**src/xt3_pkg.sv**
```systemverilog
// Shared types, constants and round functions for the XTEA-3 block cipher.
package xt3_pkg;

    localparam int          XT3_ROUNDS   = 32;
    localparam int          XT3_KEY_WRDS = 8;
    localparam logic [31:0] XT3_DELTA    = 32'h9E37_79B9;

    // operation codes carried in tuser
    localparam logic XT3_KIND_ENC = 1'b0;
    localparam logic XT3_KIND_DEC = 1'b1;

    typedef logic [XT3_KEY_WRDS-1:0][31:0] xt3_key_t;

    typedef struct packed {
        logic        kind;
        logic [31:0] w3;
        logic [31:0] w2;
        logic [31:0] w1;
        logic [31:0] w0;
    } xt3_blk_t;

    function automatic logic [31:0] xt3_rotl(input logic [31:0] x, input logic [4:0] n);
        logic [63:0] tmp;
        tmp = {x, x} << n;
        return tmp[63:32];
    endfunction

    // v drives, w is the side word, s the running sum, sel picks the key pair
    function automatic logic [31:0] xt3_mix(input logic [31:0] v, input logic [31:0] w,
                                            input logic [31:0] s, input logic [1:0] sel,
                                            input xt3_key_t key);
        logic [31:0] left;
        logic [31:0] right;
        left  = (v << 4) + xt3_rotl(key[{1'b1, sel}], v[4:0]);
        right = (v >> 5) + xt3_rotl(key[{1'b0, sel}], v[31:27]);
        return left ^ (w + s) ^ right;
    endfunction

endpackage

```
**src/xt3_whiten_cell.sv**
```systemverilog
// Pipeline cell for input or output key whitening.
module xt3_whiten_cell import xt3_pkg::*; #(
    parameter bit IS_OUTPUT = 1'b0
) (
    input  logic     aclk,
    input  logic     aresetn,
    input  xt3_key_t key,
    input  logic     in_valid,
    output logic     in_ready,
    input  xt3_blk_t in_blk,
    output logic     out_valid,
    input  logic     out_ready,
    output xt3_blk_t out_blk
);

    logic     valid_reg;
    logic     valid_next;
    xt3_blk_t blk_reg;
    xt3_blk_t blk_next;

    assign in_ready = !valid_reg || out_ready;

    always_comb begin
        blk_next = in_blk;
        // encrypt: add low keys going in, XOR high keys coming out; decrypt mirrors
        if ((in_blk.kind == XT3_KIND_ENC) == IS_OUTPUT) begin
            blk_next.w0 = in_blk.w0 ^ key[4];
            blk_next.w1 = in_blk.w1 ^ key[5];
            blk_next.w2 = in_blk.w2 ^ key[6];
            blk_next.w3 = in_blk.w3 ^ key[7];
        end else if (IS_OUTPUT) begin
            blk_next.w0 = in_blk.w0 - key[0];
            blk_next.w1 = in_blk.w1 - key[1];
            blk_next.w2 = in_blk.w2 - key[2];
            blk_next.w3 = in_blk.w3 - key[3];
        end else begin
            blk_next.w0 = in_blk.w0 + key[0];
            blk_next.w1 = in_blk.w1 + key[1];
            blk_next.w2 = in_blk.w2 + key[2];
            blk_next.w3 = in_blk.w3 + key[3];
        end
        valid_next = in_ready ? in_valid : valid_reg;
    end

    always_ff @(posedge aclk) begin
        if (!aresetn) begin
            valid_reg <= 1'b0;
        end else begin
            valid_reg <= valid_next;
        end
    end

    always_ff @(posedge aclk) begin
        if (in_valid && in_ready) begin
            blk_reg <= blk_next;
        end
    end

    assign out_valid = valid_reg;
    assign out_blk   = blk_reg;

endmodule

```
**config.mk**
```make
export PLATFORM = sky130hd
export DESIGN_NAME = xt3_whiten_cell
export DESIGN_NICKNAME = d
export VERILOG_FILES = /design/src/xt3_pkg.sv /design/src/xt3_whiten_cell.sv
export SDC_FILE = /design/constraint.sdc
export NUM_CORES = 1
export LEC_CHECK = 0
export BUFFER_PORTS_ARGS = -buffer_cell sky130_fd_sc_hd__buf_2
export CELL_PAD_IN_SITES_DETAIL_PLACEMENT = 1
export CELL_PAD_IN_SITES_GLOBAL_PLACEMENT = 2
export CORE_MARGIN = 5
export CORE_UTILIZATION = 26
export CTS_CLUSTER_DIAMETER = 50
export DETAILED_ROUTE_END_ITERATION = 7
export PLACE_DENSITY_LB_ADDON = 0.1
export SKIP_CTS_REPAIR_TIMING = 1
export SYNTH_ARGS = -nofsm -noshare
export SYNTH_HDL_FRONTEND = slang
export SYNTH_SLANG_ARGS = --single-unit
```
**constraint.sdc**
```tcl
create_clock -name aclk -period 4.2 [get_ports aclk]
set_clock_uncertainty 0.15 [all_clocks]
set_input_delay 0.21 -clock aclk [delete_from_list [all_inputs] [get_ports aclk]]
set_output_delay 0.21 -clock aclk [all_outputs]
set_load 0.01 [all_outputs]
```
==> metrics <==
status complete, but fails checks; failing checks negative hold slack; worst skew pair latency 480 ps; P_int 3.49 mW; vias in the first global route 13.3k; worst-path maximum fanout 6; Switch Pwr 1.82 mW; dpl ws 724 ps; total power 5.30 mW; R2R Path Start out_valid$_SDFFE_PN0N_; slowest stage delay, CP 560 ps; Post-Route WL 52600 um; Synth Cell Area 0.0127 mm^2; crit end category flip-flop; total of max-cap violations 0; Mapped Nets 1937; Post-synth EDFFs 129; setup slack after layout 1000 ps; Clk pwr share 0.330; Final Hold Viols 3; Die H 231 um; post-route clock period utilization 0.762; Fill cells 5870; DRT Pass-1 Iters 4; row count 81; sw frac 0.342; Slew Viols, Final 0; Placement Cell Area 0.0160 mm^2; io pins 520; CTS tree yes; Post-layout nets 2496; Distinct cells, synth 85; Req. time, crit path 4280 ps; Worst Setup Start Kind input pin; Post-Syn Area per Cell 8.95 um^2; Worst Tran Pin Value 973 ps; RSZ-0062 raised after global routing false; DIE AREA 0.0534 mm^2; CTS Root Buffer Type clkbuf_16; largest net degree at the start of global routing 97; critical-path cell list buf_2, ha_1, a211oi_1, o21ai_2, o2111ai_2, nand3_2, o211ai_2, a31o_1, o211a_1, a21oi_1, o31ai_2, xor2_1, dlygate4sd3_1; Avg WL per Cell 20.1 um; R2R Setup Slk 2120 ps; combinational power share 0.359; Setup TNS 0 ps; Hold Startpoint key[243]; Crit. Startpoint key[65]; Pwr Density 308 mW/mm^2; Final Cell Area 0.0172 mm^2; Leakage 7.92 nW; top_reg_cell synth edfxtp_1; CP Class in -> reg; H-tree Lvls 4; Flop pwr share 0.312; via count 12.8k; Syn-to-layout area delta 35.5%; drt drc 0; 1st-iter DRT viols 344; cell count after synthesis 1420; Worst slew margin 0.351; Final ANT Viol Nets 0; VDD IR max 0.187 mV; f_max 0.313 GHz; Vias/cell 4.87; Tmin final 3200 ps; CTS Sinks 130; sequential share of the synthesized area 0.306; Final HPWL DP 43400 um; Worst-path clk slew 60 ps; initial antenna violation count 24; Async SR Flop Fraction 0; clk buf depth 2; layout cell share with drive strength beyond 1 0.300; grt ovf 0; Port-buffer cells 519; worst hold path type in -> reg; first-pass GRT wire length 78100 um; CTS Buf Count 17; Final Setup Violations 0; Hold WS -22.7 ps; Die W 231 um; Yosys reg bits 130; GRT Total Usage 0.190; Worst EP arrival 3280 ps; starting density of the core 0.261; Worst path slowest cell dlygate4sd3_1; core area 0.0486 mm^2; GP Congestion 0.821; YS warnings 0
## cells by family (layout without fill, tap and decap cells)
family,Yosys count,count (layout),share of synthesized area
AO/OA/AOI/OAI,490,490,0.249
XOR/XNOR,225,225,0.155
buffers and inverters,82,654,0.0246
AND/OR/NAND/NOR,364,364,0.136
flip-flops,130,130,0.306
other,0,8,0
multiplexers,1,1,0.000788
adder cells (fa/ha/maj),128,128,0.128
## power groups by stage
stage                     combinational, mW  sequential [mW]  clock [mW]
after floorplan                        1.07             1.76           0
after CTS                              1.88             1.66        1.82
after detailed placement               1.87             1.68           0
final                                  1.90             1.65        1.75
after global routing                   2.12             1.67        1.87
after global placement                 1.86             1.68           0
## Yosys cell counts, types with 4 or more instances
library cell / n / area share
xnor2_1: 69 / 0.048
a211oi_1: 8 / 0.0047
edfxtp_1: 129 / 0.30
nor3b_1: 6 / 0.0035
ha_1: 124 / 0.12
fa_1: 4 / 0.0063
clkbuf_1: 36 / 0.011
nor2b_1: 5 / 0.0025
o211ai_1: 11 / 0.0065
and4_1: 4 / 0.0028
nor2_1: 72 / 0.021
nand2b_1: 12 / 0.0059
o211a_1: 5 / 0.0039
nand2_1: 155 / 0.046
inv_1: 40 / 0.012
and2_1: 6 / 0.0030
xor2_1: 156 / 0.11
a21o_1: 63 / 0.037
a21oi_1: 135 / 0.053
o21ai_2: 4 / 0.0028
o21bai_1: 24 / 0.014
nand3_1: 31 / 0.012
and3_1: 17 / 0.0084
or3_1: 6 / 0.0030
a31oi_1: 13 / 0.0064
nor3_1: 17 / 0.0067
o21a_1: 13 / 0.0077
o21ai_1: 20 / 0.0079
o21ai_0: 134 / 0.053
nand4_1: 10 / 0.0049
## cell type report
class / count / area (um^2) / share of cell area
Multi-Input combinational cell: 1208 / 8500 / 0.494
Sequential cell: 130 / 3890 / 0.226
Timing Repair Buffer: 582 / 3230 / 0.188
Tap cell: 622 / 778 / 0.0452
Clock buffer: 17 / 425 / 0.0247
Clock inverter: 15 / 214 / 0.0124
Inverter: 40 / 150 / 0.00872
Antenna cell: 8 / 20.0 / 0.00116
## worst paths after layout
| check | endpoint | depth (start not counted) |
|---|---|---|
| worst max-delay path | out_blk[95]$_DFFE_PP_ | 13 |
| worst min-delay path | out_blk[115]$_DFFE_PP_ | 3 |
| worst max register to register | out_blk[120]$_DFFE_PP_ | 3 |
| worst min register to register | out_blk[50]$_DFFE_PP_ | 2 |
## layer usage
layer | track usage | vias to the layer above | wire length, um | share of wire
met5 | 0 | - | 177 | 0.0034
met4 | 0.0615 | 26 | 1260 | 0.024
met3 | 0.0638 | 76 | 3420 | 0.065
met2 | 0.334 | 303 | 26400 | 0.50
met1 | 0.219 | 6018 | 21300 | 0.41
li1 | - | 6342 | - | -
## through the flow
step / cells / util / hold WS, ps
after floorplan: 1420 / - / 159
after global placement: 2525 / 0.329 / 317
after detailed placement: 2525 / 0.329 / 320
after CTS: 2557 / 0.342 / -226
after global routing: 2619 / 0.354 / 0.0425
final: 2622 / 0.354 / -22.7
## cells in the final DEF (no fill, tap or decap), drive strengths merged, types with 5 or more instances in the layout
master,instances
o21ai,160
xnor2,69
nand2,155
nand2b,13
diode,8
clkinv,6
ha,124
o21a,13
o211a,5
a21o,63
buf,525
o31ai,5
nand4,10
xor2,156
and2,6
and3,18
dlygate4sd3,57
bufinv,5
a21oi,138
nand3,32
o21bai,25
inv,41
clkbuf,17
nor2,74
a211oi,11
nor3b,6
nor3,18
edfxtp,129
o211ai,14
nor2b,5
a41oi,5
a31oi,14
and4,5
or3,6
## state kept, by name (all words and copies together) (netlist names)
signal / count
out_valid: 1
out_blk: 129
## critical path, delay by kind of cell
kind | cells | cell delay (ps)
compound gates | 8 | 1780
buf+inv | 2 | 680
fa+ha+maj | 1 | 310
simple gates | 1 | 200
xor+xnor | 1 | 100
Power figures use the tool's default switching activity.
