### config.mk
export PLATFORM = sky130hd
export DESIGN_NAME = xt3_round_cell
export DESIGN_NICKNAME = d
export VERILOG_FILES = /design/src/xt3_pkg.sv /design/src/xt3_round_cell.sv
export SDC_FILE = /design/constraint.sdc
export NUM_CORES = 1
export LEC_CHECK = 0
export ABC_AREA = 1
export BUFFER_PORTS_ARGS = -buffer_cell sky130_fd_sc_hd__buf_2
export CORE_MARGIN = 2
export CORE_UTILIZATION = 40
export DETAILED_ROUTE_END_ITERATION = 10
export PLACE_DENSITY_LB_ADDON = 0.12
export SLEW_MARGIN = 10
export SYNTH_ARGS = -nofsm -noshare
export SYNTH_HDL_FRONTEND = slang
export SYNTH_SLANG_ARGS = --single-unit
### constraint.sdc
create_clock -name aclk -period 7.8 [get_ports aclk]
set_input_delay 0.39 -clock aclk [delete_from_list [all_inputs] [get_ports aclk]]
set_output_delay 0.39 -clock aclk [all_outputs]
set_load 0.01 [all_outputs]
### src/xt3_pkg.sv
// Shared types, constants and round functions for the XTEA-3 block cipher.
package xt3_pkg;

    localparam int          XT3_ROUNDS   = 32;
    localparam int          XT3_KEY_WRDS = 8;
    localparam logic [31:0] XT3_DELTA    = 32'h9E37_79B9;

    // operation codes carried in tuser
    localparam logic XT3_KIND_ENC = 1'b0;
    localparam logic XT3_KIND_DEC = 1'b1;

    typedef logic [XT3_KEY_WRDS-1:0][31:0] xt3_key_t;

    typedef struct packed {
        logic        kind;
        logic [31:0] w3;
        logic [31:0] w2;
        logic [31:0] w1;
        logic [31:0] w0;
    } xt3_blk_t;

    function automatic logic [31:0] xt3_rotl(input logic [31:0] x, input logic [4:0] n);
        logic [63:0] tmp;
        tmp = {x, x} << n;
        return tmp[63:32];
    endfunction

    // v drives, w is the side word, s the running sum, sel picks the key pair
    function automatic logic [31:0] xt3_mix(input logic [31:0] v, input logic [31:0] w,
                                            input logic [31:0] s, input logic [1:0] sel,
                                            input xt3_key_t key);
        logic [31:0] left;
        logic [31:0] right;
        left  = (v << 4) + xt3_rotl(key[{1'b1, sel}], v[4:0]);
        right = (v >> 5) + xt3_rotl(key[{1'b0, sel}], v[31:27]);
        return left ^ (w + s) ^ right;
    endfunction

endpackage

### src/xt3_round_cell.sv
// Pipeline cell for one cipher round, encrypt or decrypt per request.
module xt3_round_cell import xt3_pkg::*; #(
    parameter int ROUNDS    = XT3_ROUNDS,
    parameter int ROUND_IDX = 0
) (
    input  logic     aclk,
    input  logic     aresetn,
    input  xt3_key_t key,
    input  logic     in_valid,
    output logic     in_ready,
    input  xt3_blk_t in_blk,
    output logic     out_valid,
    input  logic     out_ready,
    output xt3_blk_t out_blk
);

    localparam logic [63:0] ENC_P0 = 64'(ROUND_IDX) * 64'(XT3_DELTA);
    localparam logic [63:0] ENC_P1 = 64'(ROUND_IDX + 1) * 64'(XT3_DELTA);
    localparam logic [63:0] DEC_P0 = 64'(ROUNDS - ROUND_IDX - 1) * 64'(XT3_DELTA);
    localparam logic [63:0] DEC_P1 = 64'(ROUNDS - ROUND_IDX) * 64'(XT3_DELTA);
    localparam logic [31:0] ENC_S0 = ENC_P0[31:0];
    localparam logic [31:0] ENC_S1 = ENC_P1[31:0];
    localparam logic [31:0] DEC_S0 = DEC_P0[31:0];
    localparam logic [31:0] DEC_S1 = DEC_P1[31:0];

    logic        valid_reg;
    logic        valid_next;
    xt3_blk_t    blk_reg;
    xt3_blk_t    blk_next;
    logic [31:0] s0;
    logic [31:0] s1;
    logic [31:0] a;
    logic [31:0] b;
    logic [31:0] c;
    logic [31:0] d;
    logic [31:0] mix_a;
    logic [31:0] mix_c;

    assign in_ready = !valid_reg || out_ready;

    always_comb begin
        s0 = (in_blk.kind == XT3_KIND_DEC) ? DEC_S0 : ENC_S0;
        s1 = (in_blk.kind == XT3_KIND_DEC) ? DEC_S1 : ENC_S1;
        // decrypt rotates the words back before undoing the round
        if (in_blk.kind == XT3_KIND_DEC) begin
            a = in_blk.w3;
            b = in_blk.w0;
            c = in_blk.w1;
            d = in_blk.w2;
        end else begin
            a = in_blk.w0;
            b = in_blk.w1;
            c = in_blk.w2;
            d = in_blk.w3;
        end
        mix_a = xt3_mix(b, d, s0, s0[1:0], key);
        mix_c = xt3_mix(d, b, s1, s1[12:11], key);
        blk_next.kind = in_blk.kind;
        if (in_blk.kind == XT3_KIND_DEC) begin
            blk_next.w0 = a - mix_a;
            blk_next.w1 = b;
            blk_next.w2 = c - mix_c;
            blk_next.w3 = d;
        end else begin
            blk_next.w0 = b;
            blk_next.w1 = c + mix_c;
            blk_next.w2 = d;
            blk_next.w3 = a + mix_a;
        end
        valid_next = in_ready ? in_valid : valid_reg;
    end

    always_ff @(posedge aclk) begin
        if (!aresetn) begin
            valid_reg <= 1'b0;
        end else begin
            valid_reg <= valid_next;
        end
    end

    always_ff @(posedge aclk) begin
        if (in_valid && in_ready) begin
            blk_reg <= blk_next;
        end
    end

    assign out_valid = valid_reg;
    assign out_blk   = blk_reg;

endmodule

==> results.ini, run 1 <==
[synthesis]
yosys.area.top_type=nand2_1
synth_area_um2=32550
synth_area_leaders=nand2_1 20%, edfxtp_1 12%, ha_1 9.0%
synth-seq-area-share_pct=11.96
syn_inst=5741
syn_nets=6373
syn_avg_cell_area_um2=5.670
synth_edf_count=129
synth-main-ff-cell=edfxtp_1
yosys_warnings=0
netlist.area_leader.share_pct=20.06
async_flop_share_pct=0
ys_ff_latch=130
synthDistinctLibCells=61

[critical_path]
worstPathMaxFanout=34
worst_ep_required_time_ps=8010
path_delay_family=compound AO/OA/AOI/OAI gates
arrival_ps=7560
timing_worst_setup_path_type=in2reg
worst_path_max_delay_cell=o21ai_2
cp.buffers_inverters=15
max_stage_delay_ps=590
start_kind=input port
end_kind=flip-flop

[cells_and_area]
regArea_um2=3894
finish.utilization_pct=50.31
syn2layout_area_growth_pct=24.49
layout.nets=7225
multi_input_area_um2=24910
final_cells=7669
drive_gt1_share_pct=18.80
fill_cells=8799

[sta]
max_freq_ghz=0.1361
final-hold-violation-count=0
worstMarginPinSlew_ps=1247
setup_viol=0
fin_crit_ps=7348
tns_ps=0
rsz0062_at_grt=no
drv_slew=0
slew_headroom_pct=15.96
finClkSkew_ps=20.77
fin_crit_sh_pct=94.20

[detailed_routing]
remaining_drc_errors=0
vias=41960
dr.pass1.iters=7
drt-total-wl_um=166900
antenna_left=0
via_per_inst=5.471
wl_per_cell_um=21.77
drt_iter0_markers=4505

[clock_network]
clock-root-buffer=clkbuf_16
htreeDepth=4
post_cts_buffers=0
cts_buffer_depth=2
cts_tree=done
clkLatencyLatePin_ps=510
cts.sink_count=130
cts_hold_buf=0
clk_transition_reported_paths_ps=70
cts_buffers=17

[pwr]
ir_drop_uv=214.2
leakagePower_nw=21.49
pwr-share-clk_pct=4.7
p_sw_w=0.009813
power_density_nw_per_um2=450.1
p_seq_share_pct=7.3
p_int_w=0.008426
combPwrFrac_pct=88.0
swShare_pct=53.80

[placed_design]
dp.cells=7634
io_buffers=455
post-dp-hpwl_um=145700
gp_congestion=1.062

[global_route]
grt_start_max_net_pins=74
grt_pass1_vias=38438
antenna_found_initial=3
grt.overflow.total=0
grt_pass1_wl_um=239600
grt_usage_pct=38.75

[floorplanning]
start_util_pct=40.41
die_h_um=289.3
die_area_um2=83680
rows=104
core_um2=80550
die_x_um=289.3
ioPinCount=520

[flow_run]
drv_cap=0

[status]
status=completed

[worst_hold_path]
min_path_type=in2reg

worst paths after layout:
path	cells past startpoint	start	end	slack, ps
setup / recovery	40	in_blk[128]	out_blk[23]	450
hold / removal	2	aresetn	out_valid	140
setup reg to reg	2	out_valid	out_blk[66]	5620
hold reg to reg	2	out_valid	out_valid	550
metal layers:
layer	vias to the layer above	GRT usage, %	share of wire (%)
met5	-	0	0.0042
met4	2	20.49	5.9
met3	326	4.110	7.1
met2	1827	62.33	44
met1	19233	50.98	43
li1	20572	-	-
flip-flops by register name (all words and copies together) (netlist names):
name,flops
out_blk,129
out_valid,1
synthesized netlist by cell type, types with 4 or more instances:
master,number
mux2i_1,24
nor2_1,380
xnor2_1,102
edfxtp_1,129
or2_2,30
fa_1,8
a21boi_0,16
o21ai_0,584
o21bai_1,23
nand3b_1,8
nand3_1,538
inv_1,646
buf_2,77
nand4_1,19
nand2_1,1740
o21ai_4,4
a21oi_2,5
or2_1,4
xor2_1,216
a21o_1,18
o21ai_1,69
a31oi_1,76
nor2_2,20
nand2_2,12
ha_1,235
buf_4,22
o31ai_1,4
o211ai_1,13
o221a_2,4
nor3_1,35
a21oi_1,404
a221oi_1,7
inv_2,15
nor2_4,4
o21ai_2,14
a21boi_1,5
nor4_1,14
o21a_1,21
clkbuf_1,114
o221ai_1,4
and2_1,5
buf_1,20
buf_6,20
placed cells by master, fill, tap and decap left out, drive strengths merged, types with 2 or more instances in the layout:
cell type	instances
clkinvlp	2
o211ai	13
nor4	14
o21ai	671
buf	1086
a31oi	76
nand2	1752
o221ai	4
xnor2	102
a21o	18
inv	667
nand4	19
or2	37
nor2	404
a21oi	411
clkbuf	19
o2111ai	2
o221a	4
diode	3
a221oi	7
and2	5
xor2	218
mux2i	24
edfxtp	129
o21a	21
ha	235
nand3	539
a21boi	21
fa	8
o31ai	4
o21bai	26
nor3	36
a211oi	3
and3	3
bufinv	2
nand3b	8
a31o	3
clkinv	6
final cells by class:
class | instances | share of cell area, %
Clock buffer | 19 | 1.093
Clock inverter | 13 | 0.3674
Timing Repair Buffer | 1086 | 17.99
Sequential cell | 130 | 9.609
Antenna cell | 3 | 0.01853
Inverter | 664 | 6.169
Multi-Input combinational cell | 4694 | 61.48
Tap cell | 1060 | 3.273
through the flow:
stage | total power [W] | setup WS (ps) | hold slack [ps] | cell area, µm²
after floorplan | 0.009375 | 501.8 | 488.9 | 32550
after global placement | 0.01694 | 113.3 | 539.9 | 39910
after detailed placement | 0.01697 | 53.66 | 544.0 | 39910
after CTS | 0.01791 | 556.7 | 121.8 | 40500
after global routing | 0.01962 | 3.554 | 134.1 | 40520
final | 0.01824 | 452.4 | 144.8 | 40520
power by group through the flow:
stage          Sequential [W]  Combinational [W]  Clock (W)
3_5_place_dp          0.00134             0.0156          0
4_1_cts               0.00133             0.0157   0.000870
6_report              0.00133             0.0161   0.000854
5_1_grt               0.00136             0.0174   0.000898
2_1_floorplan         0.00150            0.00787          0
3_3_place_gp          0.00134             0.0156          0
cells by family (layout without fill, tap and decap cells):
kind of cell / Yosys count / after routing / share of synthesized area (%)
other: 0 / 3 / 0
DFF: 130 / 130 / 11.96
xor gates and xnor gates: 321 / 321 / 8.725
adders and majority gates: 243 / 243 / 9.525
and+or+nand+nor: 2817 / 2817 / 35.75
muxes: 24 / 24 / 0.7380
AOI/OAI and AO/OA: 1289 / 1289 / 21.71
buffers and inverters: 917 / 1782 / 11.59
what timing repair did:
action / CTS / global route
endpoints found under the setup margin: 0 / 10
hold endpoints to repair: 0 / 0
gates resized for setup: 0 / 3
(Power assumes the default switching activity.)
==> inputs of run 2 (changes only) <==
--- a/config.mk
+++ b/config.mk
@@ -7,8 +7,10 @@
 export LEC_CHECK = 0
 export ABC_AREA = 1
 export BUFFER_PORTS_ARGS = -buffer_cell sky130_fd_sc_hd__buf_2
+export CELL_PAD_IN_SITES_DETAIL_PLACEMENT = 1
+export CELL_PAD_IN_SITES_GLOBAL_PLACEMENT = 2
 export CORE_MARGIN = 2
-export CORE_UTILIZATION = 40
+export CORE_UTILIZATION = 27
 export DETAILED_ROUTE_END_ITERATION = 10
 export PLACE_DENSITY_LB_ADDON = 0.12
 export SLEW_MARGIN = 10
==> run 2 against run 1 <==
  * Wire length grew 33%
  * Clock power grew 15%
  * Maximum frequency shrank 0.91%
  * Clock-buffer cell count shrank 1
  * Critical endpoint is now out_blk[30]
  * Sequential share of layout area grew 0.16 points
  * Final area shrank 1.7%
  * Cell count grew 4.7%
  * Combinational power shrank 6%
  * Die area grew 47%
  * Sequential power is essentially flat
==> results.ini, run 2 (same netlist as run 1, synthesis figures left out) <==
[floorplanning]
start_util_pct=27.17
die_h_um=351.2
die_area_um2=123400
die_x_um=351.2
rows=127
ioPinCount=520
core_um2=119800

[critical_path]
worstPathMaxFanout=38
start_kind=input port
arrival_ps=7670
max_stage_delay_ps=570
worst_ep_required_time_ps=8050
crit_top_cell=nand2_1
end_kind=flip-flop
worst_path_max_delay_cell=o21ai_0
timing_worst_setup_path_type=in2reg

[cells_and_area]
final_cells=8029
largest_reg_flops=129
layout.nets=7031
finish.utilization_pct=33.25
layout_commonest_cell=nand2_1
drive_gt1_share_pct=16.38
syn2layout_area_growth_pct=22.39
most-common-layout-cells=1,740 x nand2_1, 646 x inv_1, 582 x o21ai_0, 538 x nand3_1, 454 x buf_2

[sta]
fin_crit_ps=7415
worstMarginPinSlew_ps=1206
drv_slew=0
final-hold-violation-count=0
fin_crit_sh_pct=95.06
setup_ws_ps=385.1
max_freq_ghz=0.1349
slew_headroom_pct=19.59
setup_viol=0
finClkSkew_ps=21.18

[global_route]
grt_start_max_net_pins=101
antenna_found_initial=11
grt_usage_pct=35.14
met3_usage_pct=3.390
grt_pass1_wl_um=307200
grt.overflow.total=0
grt_pass1_vias=41294
met1_usage_pct=46.18
top_usage_layer=met2
use_met2_pct=59.03

[pwr]
swShare_pct=59.16
leakagePower_nw=20.59
p_int_w=0.007168
ir_drop_uv=192.7
pwr-share-clk_pct=5.6
power.total_w=0.01755
p_seq_share_pct=7.7
p_sw_w=0.01038
power_density_nw_per_um2=440.5
combPwrFrac_pct=86.7

[placed_design]
io_buffers=455
dp.cells=7992
place_ws_ps=-39.35
post-dp-hpwl_um=196500
gp_congestion=1.019

[clock_network]
cts_buffers=17
cts_buffer_depth=2
clk_transition_reported_paths_ps=70
post_cts_buffers=0
cts_tree=done
cts_hold_buf=0
clkLatencyLatePin_ps=510
post_cts_resized=0
htreeDepth=4
clock-root-buffer=clkbuf_16
cts.sink_count=130

[detailed_routing]
antenna_left=0
drt_iter0_markers=3482
wl_per_cell_um=27.62
via_per_inst=5.238
vias=42056
drt-total-wl_um=221800
dr.pass1.iters=5
remaining_drc_errors=0

[worst_hold_path]
min_path_type=in2reg

[status]
status=completed

[flow_run]
drv_cap=0

[run 2: cell count changes in the layout (fill, tap and decap cells not counted), sizes merged]
| cell | before | now |
|---|---|---|
| inv | 667 | 665 |
| clkbuf | 19 | 18 |
| bufinv | 2 | 4 |
| buf | 1086 | 892 |
| clkinvlp | 2 | 3 |
| diode | 3 | 5 |
[run 2: power by group through the flow]
| stage | registers, W | clock network, W | logic, W |
|---|---|---|---|
| final | 0.00135 | 0.000980 | 0.0152 |
| after global routing | 0.00138 | 0.00101 | 0.0165 |
| after CTS | 0.00136 | 0.000991 | 0.0150 |
| after detailed placement | 0.00137 | 0 | 0.0149 |
| after global placement | 0.00136 | 0 | 0.0148 |
| after floorplan | 0.00150 | 0 | 0.00787 |
[run 2: per-layer routing]
layer / routed length (µm) / share of wire (%)
met2: 102100 / 46
met1: 98530 / 44
met5: 30 / 0.014
met4: 9766 / 4.4
met3: 11330 / 5.1
[run 2: area by class of cell]
cell class | instances | area [µm²]
antenna | 5 | 12.51
clock buffer | 18 | 429.2
clock inverter | 14 | 202.7
fill | 16174 | 79970
inverter | 664 | 2500
multi-input combinational | 4694 | 24940
sequential | 130 | 3894
tap | 1612 | 2017
timing repair buffer | 892 | 5843
[run 2: worst paths after layout]
path	end	start	cells after the start	slack [ps]
setup reg to reg	out_blk[118]	out_valid	2	5610
hold / removal	out_valid	aresetn	2	120
hold reg to reg	out_valid	out_valid	2	550
setup / recovery	out_blk[30]	in_blk[128]	34	390
[run 2: metrics by stage]
step	area [µm²]	hold slack [ps]	setup TNS, ps
finish	39840	122.6	0
global route	39830	108.6	-15.79
CTS	39790	92.65	0
detailed placement	39160	545.2	-39.35
global placement	39160	536.2	0
floorplan	32550	488.9	0
[run 2: worst max-delay path: cells and delay by family]
kind,cells,cell delay [ps]
AOI/OAI and AO/OA,13,2890
buffers and inverters,8,1700
and+or+nand+nor,9,1240
adders and majority gates,2,830
xor gates and xnor gates,2,560
